==> src/rtl/ib_velocity_interpolation_macros.svh <==
// Assertion helpers for the RTL
`ifndef IB_VELOCITY_INTERPOLATION_MACROS_SVH
`define IB_VELOCITY_INTERPOLATION_MACROS_SVH

// same-cycle implication
`define IBVI_ASSERT_NOW(lbl, ante, cons, msg) \
    lbl: assert property (@(posedge i_clk) disable iff (!i_rst_n) (ante) |-> (cons)) \
        else $error(msg);

// next-cycle implication
`define IBVI_ASSERT_NXT(lbl, ante, cons, msg) \
    lbl: assert property (@(posedge i_clk) disable iff (!i_rst_n) (ante) |=> (cons)) \
        else $error(msg);

`endif

==> src/rtl/ibvi_pkg.sv <==
package ibvi_pkg;

    localparam int FRAC      = 16;
    localparam int ONE       = 1 << FRAC;
    localparam int GRID_MIN  = 4;
    localparam int GRID_MAX  = 64;
    localparam int NODE_MAX  = 4096;
    localparam int ADDR_W    = 12;
    localparam int MAP_DEPTH = 1 << ADDR_W;
    localparam int ARG_W     = 34;
    localparam int ROOT_W    = 17;

    typedef enum logic [1:0] {
        CMD_MAP    = 2'd0,
        CMD_VEL    = 2'd1,
        CMD_INTERP = 2'd2,
        CMD_NONE   = 2'd3
    } t_cmd;

    typedef enum logic [1:0] {
        CFG_WIDTH  = 2'd0,
        CFG_HEIGHT = 2'd1,
        CFG_FLUID  = 2'd2,
        CFG_NONE   = 2'd3
    } t_cfg_reg;

    typedef enum logic [3:0] {
        S_IDLE, S_ARG, S_SQRT, S_WGT,
        S_T0, S_T1, S_T2, S_T3, S_T4, S_T5,
        S_DONE
    } t_state;

endpackage

==> src/rtl/ibvi_isqrt.sv <==
// Bit-serial integer square root, rounded down, one result bit per cycle.
module ibvi_isqrt
    import ibvi_pkg::*;
(
    input  logic              i_clk,
    input  logic              i_rst_n,
    input  logic              i_start,
    input  logic [ARG_W-1:0]  i_arg,
    output logic              o_done,
    output logic [ROOT_W-1:0] o_root
);

    logic [ARG_W-1:0]  r_arg;
    logic [ROOT_W+1:0] r_rem;
    logic [ROOT_W-1:0] r_root;
    logic [4:0]        r_cnt;
    logic              r_busy;
    logic              r_done;

    logic [ROOT_W+3:0] n_shift;
    logic [ROOT_W+3:0] n_sub;
    logic              n_ge;

    always_comb begin
        n_shift = {r_rem, r_arg[ARG_W-1 -: 2]};
        n_sub   = {2'b00, r_root, 2'b01};
        n_ge    = n_shift >= n_sub;
    end

    always_ff @(posedge i_clk) begin
        if (!i_rst_n) begin
            r_busy <= 1'b0;
            r_done <= 1'b0;
            r_cnt  <= '0;
        end else if (i_start) begin
            r_busy <= 1'b1;
            r_done <= 1'b0;
            r_cnt  <= '0;
        end else if (r_busy) begin
            r_cnt <= r_cnt + 5'd1;
            if (r_cnt == 5'(ROOT_W - 1)) begin
                r_busy <= 1'b0;
                r_done <= 1'b1;
            end
        end
    end

    always_ff @(posedge i_clk) begin
        if (i_start) begin
            r_arg  <= i_arg;
            r_rem  <= '0;
            r_root <= '0;
        end else if (r_busy) begin
            r_arg <= {r_arg[ARG_W-3:0], 2'b00};
            if (n_ge) begin
                r_rem  <= (ROOT_W+2)'(n_shift - n_sub);
                r_root <= {r_root[ROOT_W-2:0], 1'b1};
            end else begin
                r_rem  <= (ROOT_W+2)'(n_shift);
                r_root <= {r_root[ROOT_W-2:0], 1'b0};
            end
        end
    end

    assign o_done = r_done;
    assign o_root = r_root;

endmodule

==> config.mk <==
export PLATFORM = sky130hd
export DESIGN_NAME = ibvi_isqrt
export DESIGN_NICKNAME = d
export VERILOG_FILES = /design/src/rtl/ib_velocity_interpolation_macros.svh /design/src/rtl/ibvi_pkg.sv /design/src/rtl/ibvi_isqrt.sv
export SDC_FILE = /design/constraint.sdc
export NUM_CORES = 1
export LEC_CHECK = 0
export ABC_CLOCK_PERIOD_IN_PS = 2500
export BUFFER_PORTS_ARGS = -buffer_cell sky130_fd_sc_hd__clkbuf_2
export CORE_ASPECT_RATIO = 2
export CORE_MARGIN = 2
export CORE_UTILIZATION = 42
export DETAILED_ROUTE_END_ITERATION = 10
export GPL_TIMING_DRIVEN = 0
export PLACE_DENSITY = 0.6
export REMOVE_ABC_BUFFERS = 1
export SYNTH_ARGS = -nofsm -noshare
export SYNTH_HDL_FRONTEND = slang
export SYNTH_SLANG_ARGS = --single-unit
==> constraint.sdc <==
create_clock -name i_clk -period 2.5 [get_ports i_clk]
set_input_delay 0.5 -clock i_clk [delete_from_list [all_inputs] [get_ports i_clk]]
set_output_delay 0.5 -clock i_clk [all_outputs]
set_load 0.005 [all_outputs]
# Word-level counts from Yosys, hierarchy flattened
# Index checks and enable logic that the tools add are counted.
# op_classes
n_addsub	2
mul	0
n_div	0
order_cmp	1
n_eq_ne	1
n_shift	0
n_mux	7
n_bitwise	1
reduce_logical	3
# op_table
cell	n
34-bit two-way mux	2
21-bit by 19-bit greater-or-equal comparator with 1-bit output	1
19-bit two-way mux	1
19-bit subtractor	1
5-bit by 1-bit adder with 5-bit output, second input constant	1
5-bit equality test, second input constant	1
1-bit two-way mux	4
2-bit AND reduction	1
2-bit nonzero test	1
2-bit OR reduction	1
1-bit NOT	1
# word_totals
regBits	77
latch_bits	0
ramBits	0
romBits	0
inputBits	37
out_inout_bits	18
wordCells	21
memories	0

# Depth between registers and ports, before layout
# depth
ltp_word	4
depth_mapped	11
mapped_depth_nobuf	9

# Worst setup path after synthesis
# OpenSTA, ideal clock, no wires.
# synth_timing
path_type	register to register
startpoint	reg r_root[3] (netlist: o_root[3])
endpoint	reg r_rem[18]
setup_ns	0.060
arrival_time_ns	2.072
t_required_ns	2.440
path_slack_ns	0.368
stages_incl_launch_ff	11
n_path_buf	1
period_less_slack_ns	2.132
path_cell_list	dfxtp_1 inv_1 ha_1 buf_4 a21oi_2 o22ai_1 a311oi_2 a32oi_2 mux2i_1 mux2_1 nand2_1
# synth_via
elab_chain_len	2
elab_cells_between_ends	3
cone_classes	add/sub: 1; order compare: 1; mux: 1
# synth_rtl
element	line_no	text
start, declared	ibvi_isqrt.sv:15	logic [ROOT_W-1:0] r_root;
start signal, assigned	ibvi_isqrt.sv:57	r_root <= {r_root[ROOT_W-2:0], 1'b1};
start signal, assigned	ibvi_isqrt.sv:60	r_root <= {r_root[ROOT_W-2:0], 1'b0};
19-bit subtractor or 21-bit by 19-bit greater-or-equal comparator with 1-bit output (tied branches)	ibvi_isqrt.sv:56, ibvi_isqrt.sv:27	
19-bit two-way mux (*)	ibvi_isqrt.sv:55	if (n_ge) begin
end signal, assigned	ibvi_isqrt.sv:56	r_rem <= (ROOT_W+2)'(n_shift - n_sub);
end signal, assigned	ibvi_isqrt.sv:59	r_rem <= (ROOT_W+2)'(n_shift);
end, declared	ibvi_isqrt.sv:14	logic [ROOT_W+1:0] r_rem;
# Every way passes the cells marked *; elsewhere a longest branch is shown, timed or not.
# A chain may end at the register's enable or synchronous reset.

# Worst setup path in the final report
# layout_timing
startpoint	reg r_root[3] (netlist: o_root[3])
endpoint	reg r_rem[5]
# The elaborated chain is that of the path after synthesis.

==> results.py <==
metrics = {
    "hold_path": {
        "path_type_of_the_worst_min_delay_path": "input pin to register",
    },
    "finish": {
        "post-route-cell-area_um2": 5050,
        "area_delta_synth_final_pct": 19.8,
        "layout.filler_cells": 892,
        "n_antenna_cell": 0,
        "multiInputGateArea_um2": 2240,
        "seq_area_um2": 1890,
        "final_core_utilization": 0.517,
        "finish.net_count": 520,
        "drive_above_1_share": 0.319,
    },
    "power_and_ir_drop": {
        "power_switching_mw": 2.23,
        "power_report.internal_total_mw": 3.50,
        "combPwrFrac": 0.518,
        "sw_ratio": 0.389,
        "power_density_over_the_cells_nw_per_um2": 1130,
        "total_leakage_power_nw": 2.02,
        "power_frac_clock": 0.204,
        "proportion_of_power_drawn_by_flip_flops_and_latches": 0.278,
        "ir_worst_vdd_v": 0.000543,
    },
    "logic_synthesis": {
        "yosys_register_bits": 77,
        "synthesized_instance_count": 406,
        "synth_top_family_by_area": "multiplexers",
        "synth_largest_type_area_fraction": 0.242,
        "ys_top_cells_by_count": "sky130_fd_sc_hd__dfxtp_1, sky130_fd_sc_hd__nor2_1, sky130_fd_sc_hd__edfxtp_1",
        "synth_flop_cell": "sky130_fd_sc_hd__dfxtp_1",
        "synth_enable_flop_cells": 34,
        "number_of_library_cell_types_mapped_by_synthesis": 51,
        "synth_adder_area_share": 0.0624,
        "yosys.area_share.xor_xnor": 0.0395,
        "muxShareOfSynthArea": 0.155,
        "synth_sequential_area_ratio": 0.447,
        "avgSynthCellArea_um2": 10.4,
        "compound_gate_fraction_of_synth_area": 0.138,
        "cell_area_after_technology_mapping_um2": 4210,
        "synth.top_cells.by_area": "sky130_fd_sc_hd__edfxtp_1, sky130_fd_sc_hd__dfxtp_1, sky130_fd_sc_hd__mux2_2",
        "synth-async-reset-ratio": 0,
        "post_synth_and_or_nand_nor_area_fraction": 0.105,
        "yosysTopAreaCell": "sky130_fd_sc_hd__edfxtp_1",
        "yosysWarnings": 0,
        "synthMostInstantiatedCell": "sky130_fd_sc_hd__dfxtp_1",
    },
    "floorplanning": {
        "io-pin-count": 55,
        "initial_utilization": 0.432,
        "die_w_um": 74.8,
        "die_ar_um2": 10900,
        "die_y_um": 146,
        "num_rows": 51,
        "core_um2": 9760,
    },
    "detailed_routing": {
        "dr.pass1.iters": 7,
        "detailedRoute.firstIterationViolations": 71,
        "ant_nets": 0,
        "drt_drc_violations_left": 0,
        "vias": 3182,
        "wl_final_um": 9420,
        "viasPerCell": 5.31,
        "routed_wire_length_per_instance_um": 15.7,
    },
    "global_routing": {
        "globalRouteTotalUtil": 0.179,
        "grt_max_degree": 44,
        "global_route.overflow_total": 0,
        "grt_pass1_wl_um": 15000,
        "grt_antenna_before_repair": 0,
        "grt_pass1_vias": 3339,
    },
    "clock_tree": {
        "clockBufferDepth": 2,
        "worst_skew_pair.late_latency_ns": 0.33,
        "cts.clk_slew.worst_paths_ns": 0.06,
        "cts.root.buffer_cell": "sky130_fd_sc_hd__clkbuf_16",
        "tritoncts_num_sinks": 77,
        "cts_inserted_buffers": 9,
        "htree_num_levels": 3,
        "cts_tree": "yes",
        "cts_hold_buf": 0,
    },
    "sta": {
        "report.final.setup_viol": 0,
        "min_period_over_period": 0.966,
        "worstMarginPinSlew_ns": 0.791,
        "max_freq_mhz": 414,
        "final_hold_viol_count": 0,
        "max-slew-margin-rel": 0.471,
        "clock-skew-final_ns": 0.00651,
        "post-route-worst-setup-slack_ns": 0.0856,
        "post-route-min-period_ns": 2.41,
        "report.final.slew_viol_count": 0,
    },
    "placement": {
        "place_area_um2": 4580,
        "dp_hpwl_um": 6530,
        "dp_worst_setup_slack_ns": -0.784,
        "gpl.final_weighted_congestion": 0.927,
        "number_of_buffer_cells_added_on_primary_ports": 54,
    },
    "worst_setup_path": {
        "cp_cell_sequence": "inv_1 > ha_4 > o21ai_2 > a221oi_2 > nand2_1 > a211oi_4 > buf_4 > nor2_4 > buf_12 > mux2i_1 > a211oi_1",
        "arrival_ns": 2.66,
        "timing.critical_path.slowest_stage_cell": "sky130_fd_sc_hd__dfxtp_1",
        "critical-path-top-delay-family": "compound AO/OA/AOI/OAI gates",
        "cp-end-kind": "register",
        "crit_buf_inv": 3,
        "path_class": "register to register",
        "worst_setup_path_start_kind": "register",
        "crit_fanout": 7,
        "worstPathRequired_ns": 2.74,
        "timing.critical_path.slowest_cell_delay_ns": 0.37,
    },
    "outcome": {
        "status": "finished, final reports clean",
    },
    "flow_run": {
        "timing.max_cap.violations": 0,
    },
}
==> logic make-up after synthesis <==
logic type               Yosys count
buffers and inverters             51
AO/OA/AOI/OAI                     80
XOR/XNOR                          19
AND/OR/NAND/NOR                   97
flip-flops                        77
adder cells (fa/ha/maj)           21
multiplexers                      61
==> routing by layer <==
metal  vias up  wire length (µm)  share of wire  track usage
met5         -                 0              0            0
met4         0               318          0.034       0.0813
met3        23               295          0.031       0.0429
met2        66              5330           0.57        0.333
met1      1531              3470           0.37        0.173
li1       1562                 -              -            -
==> repair_timing <==
item | 4_1_cts | 5_1_grt
setup buffers | 0 | 6
gates cloned | 2 | 1
endpoints found under the setup margin | 54 | 53
resized for setup | 6 | 25
pin swaps | 1 | 7
==> registers in the layout, indices dropped and copies added, names as in the netlist <==
| register | count |
|---|---|
| r_arg | 34 |
| r_rem | 19 |
| o_root | 17 |
| r_cnt | 5 |
| o_done | 1 |
| r_busy | 1 |
==> power groups by stage <==
| stage | registers, mW | logic [mW] | clock network (mW) |
|---|---|---|---|
| floorplan | 1.58 | 1.88 | 0 |
| global placement | 1.65 | 2.73 | 0 |
| detailed placement | 1.65 | 2.78 | 0 |
| CTS | 1.58 | 2.49 | 1.20 |
| global route | 1.61 | 3.20 | 1.26 |
| finish | 1.59 | 2.97 | 1.17 |
==> worst paths after layout <==
path | startpoint | end | slack, ns | cells past startpoint
max | o_root[3] | r_rem[5] | 0.09 | 11
min | i_rst_n | r_busy | 0.40 | 2
max reg2reg | o_root[3] | r_rem[5] | 0.09 | 11
min reg2reg | r_rem[18] | r_rem[18] | 0.47 | 2
==> cell type report <==
class	count	share of cell area
clock inverters	4	0.00520
repair buffers	62	0.0729
clock buffers	12	0.0468
well taps	132	0.0327
repair inverters	1	0.00149
flip-flops and latches	77	0.374
multi-input cells	280	0.443
inverters	31	0.0238
==> stage by stage <==
| step | hold slack (ns) | std cells | setup TNS, ns | power, mW |
|---|---|---|---|---|
| 6_report | 0.403 | 599 | 0 | 5.73 |
| 5_1_grt | 0.398 | 599 | -0.229 | 6.07 |
| 4_1_cts | 0.401 | 592 | 0 | 5.27 |
| 3_5_place_dp | 0.458 | 574 | -34.82 | 4.43 |
| 3_3_place_gp | 0.459 | 572 | -59.71 | 4.38 |
| 2_1_floorplan | 0.435 | 386 | -11.34 | 3.47 |
==> cell usage in the layout, fill, tap and decap left out, types with 10 or more instances in the layout <==
cell	n
sky130_fd_sc_hd__clkbuf_2	54
sky130_fd_sc_hd__nor2_1	39
sky130_fd_sc_hd__dfxtp_1	39
sky130_fd_sc_hd__edfxtp_1	34
sky130_fd_sc_hd__mux2_2	32
sky130_fd_sc_hd__inv_1	30
sky130_fd_sc_hd__mux2i_1	28
sky130_fd_sc_hd__nand2_1	23
sky130_fd_sc_hd__o21ai_0	17
sky130_fd_sc_hd__a21oi_1	15
sky130_fd_sc_hd__ha_1	12
sky130_fd_sc_hd__xnor2_1	10
Note: power is estimated with default switching activity, not from simulation.
